===== src/hw/rtl/cfac_pkg.sv =====
// Shared types, constants and helper functions for the clock field adjust controller.
package cfac_pkg;

  typedef enum logic [1:0] {
    MODE_BUTTON  = 2'd0,
    MODE_REFRESH = 2'd1,
    MODE_BLINK   = 2'd2,
    MODE_NONE    = 2'd3
  } mode_e;

  typedef enum logic [2:0] {
    FLD_SEC     = 3'd0,
    FLD_HOUR    = 3'd1,
    FLD_MIN     = 3'd2,
    FLD_WEEKDAY = 3'd3,
    FLD_MONTH   = 3'd4,
    FLD_DATE    = 3'd5,
    FLD_YEAR    = 3'd6
  } field_e;

  localparam logic [15:0] LONG_PRESS_RESET = 16'd1500;
  localparam logic [15:0] HOLD_MAX         = 16'hFFFF;

  localparam logic [6:0] HOUR_MAX    = 7'd23;
  localparam logic [6:0] MIN_MAX     = 7'd59;
  localparam logic [6:0] WEEKDAY_MIN = 7'd1;
  localparam logic [6:0] WEEKDAY_MAX = 7'd7;
  localparam logic [6:0] MONTH_MIN   = 7'd1;
  localparam logic [6:0] MONTH_MAX   = 7'd12;
  localparam logic [6:0] DATE_MIN    = 7'd1;
  localparam logic [6:0] YEAR_MAX    = 7'd99;
  localparam logic [6:0] DAYS_LONG   = 7'd31;
  localparam logic [6:0] DAYS_SHORT  = 7'd30;
  localparam logic [6:0] DAYS_FEB_LP = 7'd29;
  localparam logic [6:0] DAYS_FEB    = 7'd28;

  typedef struct packed {
    mode_e      mode;
    logic       adjust_pressed;
    logic       change_pressed;
    logic [5:0] cur_seconds;
    logic [5:0] cur_minutes;
    logic [4:0] cur_hours;
    logic [2:0] cur_weekday;
    logic [4:0] cur_date;
    logic [3:0] cur_month;
    logic [6:0] cur_year;
  } item_t;

  typedef struct packed {
    logic       write_enable;
    logic [2:0] write_field;
    logic [6:0] write_value;
    logic [2:0] hidden_field;
    logic       adjust_active;
    logic       clear_request;
  } result_t;

  // Advance by one, or wrap to lo once the value reaches hi.
  function automatic logic [6:0] step_wrap(logic [6:0] v, logic [6:0] lo, logic [6:0] hi);
    return (v >= hi) ? lo : v + 7'd1;
  endfunction

  // Month length; anything outside 1..12 counts as a 30 day month.
  function automatic logic [6:0] month_days(logic [3:0] month, logic [6:0] year);
    logic [6:0] days;
    unique case (month)
      4'd1, 4'd3, 4'd5, 4'd7, 4'd8, 4'd10, 4'd12: days = DAYS_LONG;
      4'd2:    days = (year[1:0] == 2'b00) ? DAYS_FEB_LP : DAYS_FEB;
      default: days = DAYS_SHORT;
    endcase
    return days;
  endfunction

endpackage


===== src/hw/rtl/cfac_if.sv =====
// Valid/ready channel interfaces for input events and result beats.
interface cfac_item_if;
  logic       valid;
  logic       ready;
  logic [1:0] mode;
  logic       adjust_pressed;
  logic       change_pressed;
  logic [5:0] cur_seconds;
  logic [5:0] cur_minutes;
  logic [4:0] cur_hours;
  logic [2:0] cur_weekday;
  logic [4:0] cur_date;
  logic [3:0] cur_month;
  logic [6:0] cur_year;

  modport source (
    output valid, mode, adjust_pressed, change_pressed, cur_seconds, cur_minutes,
           cur_hours, cur_weekday, cur_date, cur_month, cur_year,
    input  ready
  );
  modport sink (
    input  valid, mode, adjust_pressed, change_pressed, cur_seconds, cur_minutes,
           cur_hours, cur_weekday, cur_date, cur_month, cur_year,
    output ready
  );
endinterface

interface cfac_result_if;
  logic       valid;
  logic       ready;
  logic       write_enable;
  logic [2:0] write_field;
  logic [6:0] write_value;
  logic [2:0] hidden_field;
  logic       adjust_active;
  logic       clear_request;

  modport source (
    output valid, write_enable, write_field, write_value, hidden_field,
           adjust_active, clear_request,
    input  ready
  );
  modport sink (
    input  valid, write_enable, write_field, write_value, hidden_field,
           adjust_active, clear_request,
    output ready
  );
endinterface


===== src/hw/rtl/cfac_wval.sv =====
// Next value for the selected time field, with per-field wrap.
module cfac_wval (
  input  logic [2:0]     field_select_i,
  input  cfac_pkg::item_t item_i,
  output logic [6:0]     write_value_o
);

  always_comb begin
    unique case (cfac_pkg::field_e'(field_select_i))
      cfac_pkg::FLD_SEC:     write_value_o = 7'd0;  // seconds are cleared
      cfac_pkg::FLD_HOUR:    write_value_o = cfac_pkg::step_wrap(
                               7'(item_i.cur_hours), 7'd0, cfac_pkg::HOUR_MAX);
      cfac_pkg::FLD_MIN:     write_value_o = cfac_pkg::step_wrap(
                               7'(item_i.cur_minutes), 7'd0, cfac_pkg::MIN_MAX);
      cfac_pkg::FLD_WEEKDAY: write_value_o = cfac_pkg::step_wrap(
                               7'(item_i.cur_weekday), cfac_pkg::WEEKDAY_MIN,
                               cfac_pkg::WEEKDAY_MAX);
      cfac_pkg::FLD_MONTH:   write_value_o = cfac_pkg::step_wrap(
                               7'(item_i.cur_month), cfac_pkg::MONTH_MIN,
                               cfac_pkg::MONTH_MAX);
      cfac_pkg::FLD_DATE:    write_value_o = cfac_pkg::step_wrap(
                               7'(item_i.cur_date), cfac_pkg::DATE_MIN,
                               cfac_pkg::month_days(item_i.cur_month, item_i.cur_year));
      default:               write_value_o = cfac_pkg::step_wrap(
                               item_i.cur_year, 7'd0, cfac_pkg::YEAR_MAX);
    endcase
  end

endmodule


===== src/hw/rtl/cfac_panel.sv =====
// Button, adjust-mode and blink state, updated once per event; builds the result.
module cfac_panel (
  input  logic              clk_i,
  input  logic              rst_ni,
  input  logic              advance_i,
  input  cfac_pkg::item_t   item_i,
  input  logic [15:0]       long_press_i,
  output cfac_pkg::result_t result_o
);

  logic [15:0] hold_q, hold_d;
  logic        wait_q, wait_d;
  logic        adj_q, adj_d;
  logic [2:0]  sel_q, sel_d;
  logic        blink_q, blink_d;
  logic [15:0] hold_inc;
  logic        wen;
  logic        clr;
  logic [6:0]  wval;

  cfac_wval u_wval (
    .field_select_i (sel_q),
    .item_i         (item_i),
    .write_value_o  (wval)
  );

  assign hold_inc = (hold_q != cfac_pkg::HOLD_MAX) ? hold_q + 16'd1 : hold_q;

  always_comb begin
    hold_d  = hold_q;
    wait_d  = wait_q;
    adj_d   = adj_q;
    sel_d   = sel_q;
    blink_d = blink_q;
    wen     = 1'b0;
    clr     = 1'b0;
    unique case (item_i.mode)
      cfac_pkg::MODE_BUTTON: begin
        if (item_i.adjust_pressed) begin
          if (!wait_q) begin
            hold_d = hold_inc;
            if (hold_inc > long_press_i) begin
              adj_d  = !adj_q;
              if (adj_q) sel_d = 3'(cfac_pkg::FLD_SEC);
              hold_d = 16'd0;
              wait_d = 1'b1;
            end
          end
        end else begin
          // release after a counted hold is a short press
          if (!wait_q && hold_q != 16'd0) begin
            if (adj_q) begin
              sel_d = (sel_q >= 3'(cfac_pkg::FLD_YEAR)) ? 3'(cfac_pkg::FLD_SEC)
                                                        : sel_q + 3'd1;
            end else begin
              clr = 1'b1;
            end
          end
          hold_d = 16'd0;
          wait_d = 1'b0;
        end
      end
      cfac_pkg::MODE_REFRESH: begin
        if (item_i.change_pressed) begin
          wen     = 1'b1;
          blink_d = 1'b0;
        end
      end
      cfac_pkg::MODE_BLINK: begin
        if (adj_q) blink_d = !blink_q;
      end
      default: ;
    endcase
  end

  always_comb begin
    result_o.write_enable  = wen;
    result_o.write_field   = wen ? sel_q : 3'd0;
    result_o.write_value   = wen ? wval : 7'd0;
    result_o.hidden_field  = (adj_d && blink_d) ? sel_d + 3'd1 : 3'd0;
    result_o.adjust_active = adj_d;
    result_o.clear_request = clr;
  end

  always_ff @(posedge clk_i or negedge rst_ni) begin
    if (!rst_ni) begin
      hold_q  <= 16'd0;
      wait_q  <= 1'b0;
      adj_q   <= 1'b0;
      sel_q   <= 3'd0;
      blink_q <= 1'b1;
    end else if (advance_i) begin
      hold_q  <= hold_d;
      wait_q  <= wait_d;
      adj_q   <= adj_d;
      sel_q   <= sel_d;
      blink_q <= blink_d;
    end
  end

endmodule


===== src/hw/rtl/clock_field_adjust_controller.sv =====
// Clock field adjust controller: event register, panel state logic, result register.
// An accepted event passes through the event register, then the result register.
// Throughput: one event per cycle while the result sink is ready; the panel state
// updates as an event moves from the event register into the result register.
// Reset (rst_ni low, asynchronous): both channels empty, hold count and flags
// cleared, field select 0, blink phase 1, long press threshold 1500.
module clock_field_adjust_controller (
  input  logic               clk_i,
  input  logic               rst_ni,
  input  logic               cfg_we_i,
  input  logic [15:0]        cfg_wdata_i,
  cfac_item_if.sink          item_i,
  cfac_result_if.source      result_o
);

  cfac_pkg::item_t   item_q;
  logic              item_vld_q;
  cfac_pkg::result_t res_q, res_d;
  logic              res_vld_q;
  logic [15:0]       long_press_q;
  logic              advance;
  logic              item_acc;

  assign advance      = item_vld_q && (!res_vld_q || result_o.ready);
  assign item_i.ready = !item_vld_q || advance;
  assign item_acc     = item_i.valid && item_i.ready;

  always_ff @(posedge clk_i or negedge rst_ni) begin
    if (!rst_ni) begin
      long_press_q <= cfac_pkg::LONG_PRESS_RESET;
    end else if (cfg_we_i) begin
      long_press_q <= cfg_wdata_i;
    end
  end

  always_ff @(posedge clk_i or negedge rst_ni) begin
    if (!rst_ni) begin
      item_vld_q <= 1'b0;
    end else if (item_i.ready) begin
      item_vld_q <= item_i.valid;
    end
  end

  always_ff @(posedge clk_i) begin
    if (item_acc) begin
      item_q.mode           <= cfac_pkg::mode_e'(item_i.mode);
      item_q.adjust_pressed <= item_i.adjust_pressed;
      item_q.change_pressed <= item_i.change_pressed;
      item_q.cur_seconds    <= item_i.cur_seconds;
      item_q.cur_minutes    <= item_i.cur_minutes;
      item_q.cur_hours      <= item_i.cur_hours;
      item_q.cur_weekday    <= item_i.cur_weekday;
      item_q.cur_date       <= item_i.cur_date;
      item_q.cur_month      <= item_i.cur_month;
      item_q.cur_year       <= item_i.cur_year;
    end
  end

  cfac_panel u_panel (
    .clk_i        (clk_i),
    .rst_ni       (rst_ni),
    .advance_i    (advance),
    .item_i       (item_q),
    .long_press_i (long_press_q),
    .result_o     (res_d)
  );

  always_ff @(posedge clk_i or negedge rst_ni) begin
    if (!rst_ni) begin
      res_vld_q <= 1'b0;
    end else if (advance) begin
      res_vld_q <= 1'b1;
    end else if (result_o.ready) begin
      res_vld_q <= 1'b0;
    end
  end

  always_ff @(posedge clk_i) begin
    if (advance) res_q <= res_d;
  end

  assign result_o.valid         = res_vld_q;
  assign result_o.write_enable  = res_q.write_enable;
  assign result_o.write_field   = res_q.write_field;
  assign result_o.write_value   = res_q.write_value;
  assign result_o.hidden_field  = res_q.hidden_field;
  assign result_o.adjust_active = res_q.adjust_active;
  assign result_o.clear_request = res_q.clear_request;

endmodule


===== src/flat_wrapper.sv =====
// flat-port wrapper written by rule: the top's interface ports become plain ports
module clock_field_adjust_controller_flat 
  (clk_i, rst_ni, cfg_we_i, cfg_wdata_i, item_i_valid, item_i_mode, item_i_adjust_pressed, item_i_change_pressed, item_i_cur_seconds, item_i_cur_minutes, item_i_cur_hours, item_i_cur_weekday, item_i_cur_date, item_i_cur_month, item_i_cur_year, item_i_ready, result_o_valid, result_o_write_enable, result_o_write_field, result_o_write_value, result_o_hidden_field, result_o_adjust_active, result_o_clear_request, result_o_ready);
  cfac_item_if item_i_i ();
  cfac_result_if result_o_i ();
  input  logic clk_i;
  input  logic rst_ni;
  input  logic cfg_we_i;
  input  logic [15:0] cfg_wdata_i;
  input wire logic [$bits(item_i_i.valid)-1:0] item_i_valid;
  input wire logic [$bits(item_i_i.mode)-1:0] item_i_mode;
  input wire logic [$bits(item_i_i.adjust_pressed)-1:0] item_i_adjust_pressed;
  input wire logic [$bits(item_i_i.change_pressed)-1:0] item_i_change_pressed;
  input wire logic [$bits(item_i_i.cur_seconds)-1:0] item_i_cur_seconds;
  input wire logic [$bits(item_i_i.cur_minutes)-1:0] item_i_cur_minutes;
  input wire logic [$bits(item_i_i.cur_hours)-1:0] item_i_cur_hours;
  input wire logic [$bits(item_i_i.cur_weekday)-1:0] item_i_cur_weekday;
  input wire logic [$bits(item_i_i.cur_date)-1:0] item_i_cur_date;
  input wire logic [$bits(item_i_i.cur_month)-1:0] item_i_cur_month;
  input wire logic [$bits(item_i_i.cur_year)-1:0] item_i_cur_year;
  output wire logic [$bits(item_i_i.ready)-1:0] item_i_ready;
  output wire logic [$bits(result_o_i.valid)-1:0] result_o_valid;
  output wire logic [$bits(result_o_i.write_enable)-1:0] result_o_write_enable;
  output wire logic [$bits(result_o_i.write_field)-1:0] result_o_write_field;
  output wire logic [$bits(result_o_i.write_value)-1:0] result_o_write_value;
  output wire logic [$bits(result_o_i.hidden_field)-1:0] result_o_hidden_field;
  output wire logic [$bits(result_o_i.adjust_active)-1:0] result_o_adjust_active;
  output wire logic [$bits(result_o_i.clear_request)-1:0] result_o_clear_request;
  input wire logic [$bits(result_o_i.ready)-1:0] result_o_ready;
  assign item_i_i.valid = item_i_valid;
  assign item_i_i.mode = item_i_mode;
  assign item_i_i.adjust_pressed = item_i_adjust_pressed;
  assign item_i_i.change_pressed = item_i_change_pressed;
  assign item_i_i.cur_seconds = item_i_cur_seconds;
  assign item_i_i.cur_minutes = item_i_cur_minutes;
  assign item_i_i.cur_hours = item_i_cur_hours;
  assign item_i_i.cur_weekday = item_i_cur_weekday;
  assign item_i_i.cur_date = item_i_cur_date;
  assign item_i_i.cur_month = item_i_cur_month;
  assign item_i_i.cur_year = item_i_cur_year;
  assign item_i_ready = item_i_i.ready;
  assign result_o_valid = result_o_i.valid;
  assign result_o_write_enable = result_o_i.write_enable;
  assign result_o_write_field = result_o_i.write_field;
  assign result_o_write_value = result_o_i.write_value;
  assign result_o_hidden_field = result_o_i.hidden_field;
  assign result_o_adjust_active = result_o_i.adjust_active;
  assign result_o_clear_request = result_o_i.clear_request;
  assign result_o_i.ready = result_o_ready;
  clock_field_adjust_controller u_core (.clk_i(clk_i), .rst_ni(rst_ni), .cfg_we_i(cfg_we_i), .cfg_wdata_i(cfg_wdata_i), .item_i(item_i_i), .result_o(result_o_i));
endmodule

===== config.mk =====
export PLATFORM = sky130hd
export DESIGN_NAME = clock_field_adjust_controller_flat
export DESIGN_NICKNAME = d
export VERILOG_FILES = /design/src/hw/rtl/cfac_pkg.sv /design/src/hw/rtl/cfac_if.sv /design/src/hw/rtl/cfac_wval.sv /design/src/hw/rtl/cfac_panel.sv /design/src/hw/rtl/clock_field_adjust_controller.sv /design/src/flat_wrapper.sv
export SDC_FILE = /design/constraint.sdc
export NUM_CORES = 1
export LEC_CHECK = 0
export ABC_AREA = 0
export BUFFER_PORTS_ARGS = -buffer_cell sky130_fd_sc_hd__buf_2
export CAP_MARGIN = 20
export CORE_UTILIZATION = 45
export CTS_BUF_LIST = sky130_fd_sc_hd__clkbuf_8 sky130_fd_sc_hd__clkbuf_16
export CTS_CLUSTER_SIZE = 20
export DETAILED_ROUTE_END_ITERATION = 10
export GPL_TIMING_DRIVEN = 0
export PLACE_DENSITY_LB_ADDON = 0.12
export SLEW_MARGIN = 5
export SYNTH_ARGS = -nofsm -noshare
export SYNTH_HDL_FRONTEND = slang
export SYNTH_SLANG_ARGS = --single-unit

===== constraint.sdc =====
create_clock -name clk_i -period 8.3 [get_ports clk_i]
set_clock_uncertainty 0.1 [all_clocks]
set_input_delay 0.415 -clock clk_i [delete_from_list [all_inputs] [get_ports clk_i]]
set_output_delay 0.415 -clock clk_i [all_outputs]
set_load 0.02 [all_outputs]

**Yosys cells after proc, flatten, opt, wreduce, memory -nomap -nowiden**

Index checks and enable logic that the tools add are counted.

- Add/subtract/negate cells: 9
- $lt $le $gt $ge: 8
- Eq/ne operators: 17
- Muxes and demuxes: 37
- Bitwise operators: 2
- Reductions and logical operators: 20

Operators with widths:

| kind | count |
|---|---|
| 2-to-1 mux 16 bit | 4 |
| 2-to-1 mux 7 bit | 7 |
| one-hot mux 7 bit (6 select lines) | 1 |
| 2-to-1 mux 3 bit | 8 |
| adder 16 x 1 -> 16 bit, second input constant | 1 |
| greater-than comparator 16 bit | 1 |
| != test 16 bit, second input constant | 1 |
| nonzero test 16 bit | 1 |
| 2-to-1 mux 1 bit | 15 |
| one-hot mux 7 bit (2 select lines) | 1 |
| adder 5 x 1 -> 6 bit, second input constant | 2 |
| == test 4 bit, second input constant | 3 |
| == test 4 x 2 -> 1 bit, second input constant | 2 |
| == test 4 x 3 -> 1 bit, second input constant | 2 |
| adder 6 x 1 -> 7 bit, second input constant | 1 |
| adder 7 x 1 -> 7 bit, second input constant | 1 |
| greater-or-equal comparator 5 x 7 -> 1 bit | 1 |
| greater-or-equal comparator 7 bit, second input constant | 1 |
| OR reduction 7 bit | 1 |
| adder 3 x 1 -> 3 bit, second input constant | 2 |
| == test 3 x 2 -> 1 bit, second input constant | 2 |
| == test 3 bit, second input constant | 2 |
| greater-or-equal comparator 3 bit, second input constant | 2 |
| greater-or-equal comparator 6 bit, second input constant | 1 |
| 20 further kinds | 30 |

- Register bits after elaboration: 90
- Bits of input ports: 61
- Output and inout bits: 18
- Logic and storage cells: 116

**Logic depth before layout (Yosys ltp)**

- Word-level depth: 8
- Depth in mapped cells: 17
- Mapped depth without buffers: 17

**Cells and area by module**

Synthesis repeated with hierarchy kept, for this count alone.

- Cells, all modules: 515
- Area total of the unflattened synthesis: 5789.3 µm²

By module, submodules not included:

| module | times used | cells an instance | area an instance (µm²) | seq. area each (µm²) |
|---|---|---|---|---|
| cfac_panel | 1 | 289 | 2457.4 | 551.8 |
| clock_field_adjust_controller | 1 | 98 | 2428.6 | 2140.8 |
| cfac_wval | 1 | 128 | 903.4 | 0.0 |

**Least setup slack after synthesis**

OpenSTA, ideal clock, no wires.

- Kind: reg-to-reg
- Start: register u_core.u_panel.hold_q[0]
- End: register u_core.res_q (netlist bit u_core.result_o.hidden_field[2]) (data pin)
- Setup time: 270 ps
- Data arrival time: 3354 ps
- Data required time: 7930 ps
- Slack: 4576 ps
- Stages on the path, launching flop included: 18
- Buffers on the path: 0
- Period minus slack after synthesis: 3724 ps
- Cells stage by stage: dfrtp_1 -> ha_1 -> nand2_1 -> nor3_4 -> a21oi_1 -> nand3_2 -> nor2_1 -> xor2_1 -> ha_1 -> a21oi_1 -> o21a_1 -> o22ai_1 -> o41ai_2 -> nor2b_1 -> o2bb2ai_1 -> ha_1 -> nor3b_1 -> nor4_2

- Word-level cells in the longest chain between the ends: 8
- Elaborated cells on any way between the ends: 17
- Those cells by class: add/sub: 2; order compare: 1; eq/ne: 1; mux: 10; reduce/logical: 3

Ends and longest elaborated chain:

| item | line | RTL |
|---|---|---|
| from (decl) | cfac_panel.sv:11 | `logic [15:0] hold_q, hold_d;` |
| from (signal assigned) | cfac_panel.sv:93 | `hold_q <= hold_d;` |
| adder 16 x 1 -> 16 bit or != test 16 bit (tied branches) | cfac_panel.sv:27 | `assign hold_inc = (hold_q != cfac_pkg::HOLD_MAX) ? hold_q + 16'd1 : hold_q;` |
| 2-to-1 mux 16 bit | cfac_panel.sv:27 |  |
| greater-than comparator 16 bit | cfac_panel.sv:42 | `if (hold_inc > long_press_i) begin` |
| 2-to-1 mux 3 bit | cfac_panel.sv:42 |  |
| 2-to-1 mux 3 bit | cfac_panel.sv:40 | `if (!wait_q) begin` |
| 2-to-1 mux 3 bit * | cfac_panel.sv:39 | `if (item_i.adjust_pressed) begin` |
| 2-to-1 mux 3 bit * | cfac_panel.sv:37 | `unique case (item_i.mode)` |
| net u_core.u_panel.sel_d[0] | cfac_panel.sv:14 | `logic [2:0] sel_q, sel_d;` |
| adder 3 x 1 -> 3 bit * | cfac_panel.sv:80 | `result_o.hidden_field = (adj_d && blink_d) ? sel_d + 3'd1 : 3'd0;` |
| to (signal assigned) | clock_field_adjust_controller.sv:79 | `if (advance) res_q <= res_d;` |
| to (decl) | clock_field_adjust_controller.sv:18 | `cfac_pkg::result_t res_q, res_d;` |

Mark *: on every way through the listed nets, which the timed path passes. The rest lies on a longest branch.
A chain may end at the register's enable or synchronous reset.

**Worst setup path in the final report**

Same ends and word-level chain as after synthesis.

==> results.txt <==
- Cell Area, Synth: 0.00516 mm²
* Accumulated negative setup slack: 0 ns
- For this design the ratio of total power to cell area is 192 mW/mm².
* Gr usage total: 19.3%
* HPWL Detailed: 7.84 mm
- Power comes to 1.15 mW.
- Non-filler instance count after layout: 717
- The share of total power dissipated in combinational logic is 17.4%.
- Measured in cells, the most critical reg-to-reg path has a length of 17.
- Hold timing on the final database bottoms out at a slack of 0.0978 ns.
- Crit path launch type: flop
- The die covers 0.0119 mm².
- Count of endpoints failing hold in the final timing report: 0
* Top post-synthesis cells by area: sky130_fd_sc_hd__edfxtp_1 (29%), sky130_fd_sc_hd__dfrtp_1 (16%), sky130_fd_sc_hd__ha_1 (9.7%)
- Once placement finished, the instance area stood at 0.00569 mm².
* Worst slew slack as a fraction of its limit: 40.3%
* Final setup viols: 0
- The worst hold path belongs to the class input pin to asynchronous set/reset pin.
- Post-Syn Instances: 489
* Final wirelength: 10.5 mm
- Across all register-to-register paths, the minimum setup slack is 3.80 ns.
- Count of distinct cell types in the synthesized netlist: 63
* Number of sinks driven by the clock tree: 90
- Number of diodes added for antenna fixing: 0
- Clock latency reported for the late side of the worst-skew pair: 0.35 ns
* Post-CTS sizing: 0
- Terminus of the critical flop-to-flop path: u_core.result_o.hidden_field[2]$_SDFFCE_PN0P_
- The tool flagged a number of max-cap violations equal to 0.
- For the worst setup path, the data arrival time is 4.48 ns.
* Peak fanout along the critical path: 7
- Among all flip-flop cells after synthesis, the most frequent one is sky130_fd_sc_hd__edfxtp_1.
- At the pin with the least slew margin, the transition time is 0.895 ns.
* Post-synthesis net count: 590
- Launching point of the worst reg2reg path: u_core.u_panel.hold_q[0]$_DFFE_PN0P_
* Unrepaired setup endpoints after global routing: false
- The worst-case IR drop observed on VDD is 0.192 mV.
- For this design the top-level I/O count stands at 79.
* Routability-driven placement congestion ratio: 0.814
- The number of setup buffers added after CTS is 0.
* Mean instance size in the synthesized netlist: 10.5 µm²
* Min cycle time layout: 4.50 ns
- After clock tree synthesis, the clock-pin slew on the worst setup and hold paths is 0.07 ns.
* Share of the clock period used by the worst path: 54.2%
* Floorplan core area: 0.0110 mm²
- Root buffer cell: sky130_fd_sc_hd__clkbuf_16
- The first global-routing pass estimated 17.3 mm of wire.
- Clk pwr share: 35.8%
- The number of global-route vias before repair is 3,532.
- The finished cells cover 0.00599 mm².
- DRC violations left: 0
- The critical path in this run is classified as flop to flop.
- The number of antenna violations at the first check in global routing is 0.
- Fraction of power consumed by sequential logic: 46.8%
- Routed vias/inst: 5.34
- Proportion of layout cells with a drive suffix above 1: 21.3%
- Number of flops mapped to enable cells by yosys: 50
- Number of filler instances in the final layout: 952
- Signed area change from the synthesized netlist to the final layout: 16.2%
* Maximum level of the CTS H-tree: 3
- TritonCTS clock tree: done
- Leakage: 2.58 nW
- #FFs+latches synth: 90
* Die height: 109 µm
- Multi-input combinational cell area: 0.00243 mm²
* 1st-iter DRT viols: 151
- Peak clock frequency supported by timing: 222 MHz
- Proportion of register bits with asynchronous set or reset after synthesis: 44.4%
* Element type at the critical path end: flop
- For this run, the detailed router's first-pass iteration total came to 4.
- In this run the deepest clock path goes through 2 buffers.
- Placed instance count: 701
- Num rows: 38
* Area share of the largest cell type after synthesis: 29.1%
- Sw Share: 27.6%
- The max-slew violation count was 0.
- CTS buffer count: 9
* Final-stage net count: 673
- Internal power consumption: 0.831 mW
- The flow ran to the end, and the final reports show no timing, DRC or antenna violations.
- Total number of vias: 3,832
- Yosys printed 0 warnings.
- Of all cell types, the one taking the most synthesized area is sky130_fd_sc_hd__edfxtp_1.
- Entering global routing, the biggest net connects 41 pins.
- Hold repair after CTS inserted 0 buffers.
- Worst EP required: 8.28 ns
- Post-detailed-route count of antenna-violating nets: 0
- In the final layout, flip-flops and latches occupy 0.00251 mm².
* Seq/Total Area, Yosys: 48.7%
- Summed over all nets, the switching power comes to 0.317 mW.
- Dividing the detail-routed wire length by the instance count gives 14.6 µm.
* Die boundary width: 109 µm
* Initial core utilization: 47.0%
- Buffers placed on the I/O ports in this run total 72.
- After global routing the overflow that remains totals 0.
## flip-flops by register name, indices dropped and copies added, names as in the netlist, 3 cells and up
register                      flops
u_core.item_q                    34
u_core.long_press_q              16
u_core.result_o.hidden_field      3
u_core.result_o.write_field       3
u_core.result_o.write_value       7
u_core.u_panel.hold_q            16
u_core.u_panel.sel_q              3
## worst max-delay path by stage
stage | start | to | slack, ns
floorplan | u_core.u_panel.hold_q[0]$_DFFE_PN0P_ | u_core.result_o.hidden_field[2]$_SDFFCE_PN0P_ | 4.58
global placement | u_core.u_panel.hold_q[0]$_DFFE_PN0P_ | u_core.result_o.hidden_field[2]$_SDFFCE_PN0P_ | 3.87
detailed placement | u_core.u_panel.hold_q[0]$_DFFE_PN0P_ | u_core.result_o.hidden_field[2]$_SDFFCE_PN0P_ | 3.84
CTS | u_core.u_panel.hold_q[0]$_DFFE_PN0P_ | u_core.result_o.hidden_field[2]$_SDFFCE_PN0P_ | 3.79
global route | u_core.u_panel.hold_q[0]$_DFFE_PN0P_ | u_core.result_o.hidden_field[2]$_SDFFCE_PN0P_ | 3.47
finish | u_core.u_panel.hold_q[0]$_DFFE_PN0P_ | u_core.result_o.hidden_field[2]$_SDFFCE_PN0P_ | 3.80
## per-stage QoR
| step | util, % | setup WS, ns |
|---|---|---|
| CTS | 54.6 | 3.79 |
| finish | 54.6 | 3.80 |
| floorplan | - | 4.58 |
| global placement | 51.8 | 3.87 |
| global route | 54.6 | 3.47 |
| detailed placement | 51.8 | 3.84 |
## power groups by stage
stage / Combinational (mW) / Sequential, mW / Clock (mW)
after detailed placement: 0.199 / 0.546 / 0
after CTS: 0.202 / 0.537 / 0.421
after floorplan: 0.134 / 0.547 / 0
after global placement: 0.193 / 0.545 / 0
after global routing: 0.225 / 0.541 / 0.443
final: 0.200 / 0.537 / 0.412
## area by class of cell
class                   instances  area share [%]
plain buffers                  12            1.27
clock buffers                   9            3.76
clock inverters                 7            1.23
inverters                      38            2.38
multi-input cells             349            40.5
flip-flops and latches         90            41.9
well taps                     140            2.92
repair buffers                 72            6.01
## worst max-delay path, cell delays in order, from the launching register on
cell and delay (ns):
sky130_fd_sc_hd__dfrtp_1 0.46, sky130_fd_sc_hd__ha_1 0.28, sky130_fd_sc_hd__nand2_1 0.15, sky130_fd_sc_hd__nor3_4 0.08
sky130_fd_sc_hd__a21oi_1 0.33, sky130_fd_sc_hd__nand3_2 0.20, sky130_fd_sc_hd__nor2_1 0.20, sky130_fd_sc_hd__xor2_1 0.23
sky130_fd_sc_hd__ha_1 0.29, sky130_fd_sc_hd__a21oi_1 0.16, sky130_fd_sc_hd__o21a_1 0.14, sky130_fd_sc_hd__o22ai_1 0.12
sky130_fd_sc_hd__o41ai_2 0.56, sky130_fd_sc_hd__nor2b_1 0.10, sky130_fd_sc_hd__o2bb2ai_1 0.23, sky130_fd_sc_hd__ha_1 0.21
sky130_fd_sc_hd__nor3b_1 0.31, sky130_fd_sc_hd__nor4_2 0.08
## cells in the final DEF, fill, tap and decap left out, types with 7 or more instances in the layout
cell,n
sky130_fd_sc_hd__o21ai_0,32
sky130_fd_sc_hd__a21oi_1,31
sky130_fd_sc_hd__edfxtp_1,50
sky130_fd_sc_hd__nor2_1,30
sky130_fd_sc_hd__a31oi_1,7
sky130_fd_sc_hd__clkbuf_16,9
sky130_fd_sc_hd__ha_1,40
sky130_fd_sc_hd__buf_2,73
sky130_fd_sc_hd__inv_1,38
sky130_fd_sc_hd__dfstp_2,8
sky130_fd_sc_hd__dfrtp_1,32
sky130_fd_sc_hd__nand2_1,51
sky130_fd_sc_hd__nand2b_1,13
sky130_fd_sc_hd__xor2_1,12
sky130_fd_sc_hd__a22o_1,11
sky130_fd_sc_hd__nand3_1,16
sky130_fd_sc_hd__xnor2_1,14
sky130_fd_sc_hd__nand4_1,7
## Yosys cell counts, types with 3 or more instances
| cell | count |
|---|---|
| sky130_fd_sc_hd__nand2_1 | 51 |
| sky130_fd_sc_hd__edfxtp_1 | 50 |
| sky130_fd_sc_hd__ha_1 | 40 |
| sky130_fd_sc_hd__inv_1 | 38 |
| sky130_fd_sc_hd__dfrtp_1 | 32 |
| sky130_fd_sc_hd__o21ai_0 | 32 |
| sky130_fd_sc_hd__a21oi_1 | 31 |
| sky130_fd_sc_hd__nor2_1 | 30 |
| sky130_fd_sc_hd__nand3_1 | 16 |
| sky130_fd_sc_hd__xnor2_1 | 14 |
| sky130_fd_sc_hd__nand2b_1 | 13 |
| sky130_fd_sc_hd__xor2_1 | 12 |
| sky130_fd_sc_hd__a22o_1 | 11 |
| sky130_fd_sc_hd__dfstp_2 | 8 |
| sky130_fd_sc_hd__a31oi_1 | 7 |
| sky130_fd_sc_hd__nand4_1 | 7 |
| sky130_fd_sc_hd__and3_1 | 6 |
| sky130_fd_sc_hd__clkbuf_1 | 6 |
| sky130_fd_sc_hd__nor3_1 | 6 |
| sky130_fd_sc_hd__o21a_1 | 6 |
| sky130_fd_sc_hd__and2_1 | 4 |
| sky130_fd_sc_hd__nor2b_1 | 4 |
| sky130_fd_sc_hd__o221ai_1 | 4 |
| sky130_fd_sc_hd__a22oi_1 | 3 |
| sky130_fd_sc_hd__buf_6 | 3 |
| sky130_fd_sc_hd__mux2_2 | 3 |
| sky130_fd_sc_hd__nand3b_1 | 3 |
## layer usage
| metal | vias to the layer above | global-route usage, % | share of wire, % |
|---|---|---|---|
| li1 | 1931 | - | - |
| met2 | 98 | 27.1 | 42 |
| met3 | 10 | 5.14 | 5.6 |
| met1 | 1793 | 28.4 | 51 |
| met4 | 0 | 6.66 | 1.4 |
| met5 | - | 0 | 0 |
## logic make-up (layout without fill, tap and decap cells)
family / count (synthesis) / after routing / synth area share, %
XOR/XNOR: 26 / 26 / 4.42
AO/OA/AOI/OAI: 115 / 115 / 14.5
AND/OR/NAND/NOR: 163 / 163 / 17.3
buffers and inverters: 50 / 138 / 4.25
multiplexers: 5 / 5 / 1.04
flip-flops: 90 / 90 / 48.7
adder cells (fa/ha/maj): 40 / 40 / 9.70
(Power assumes the default switching activity.)
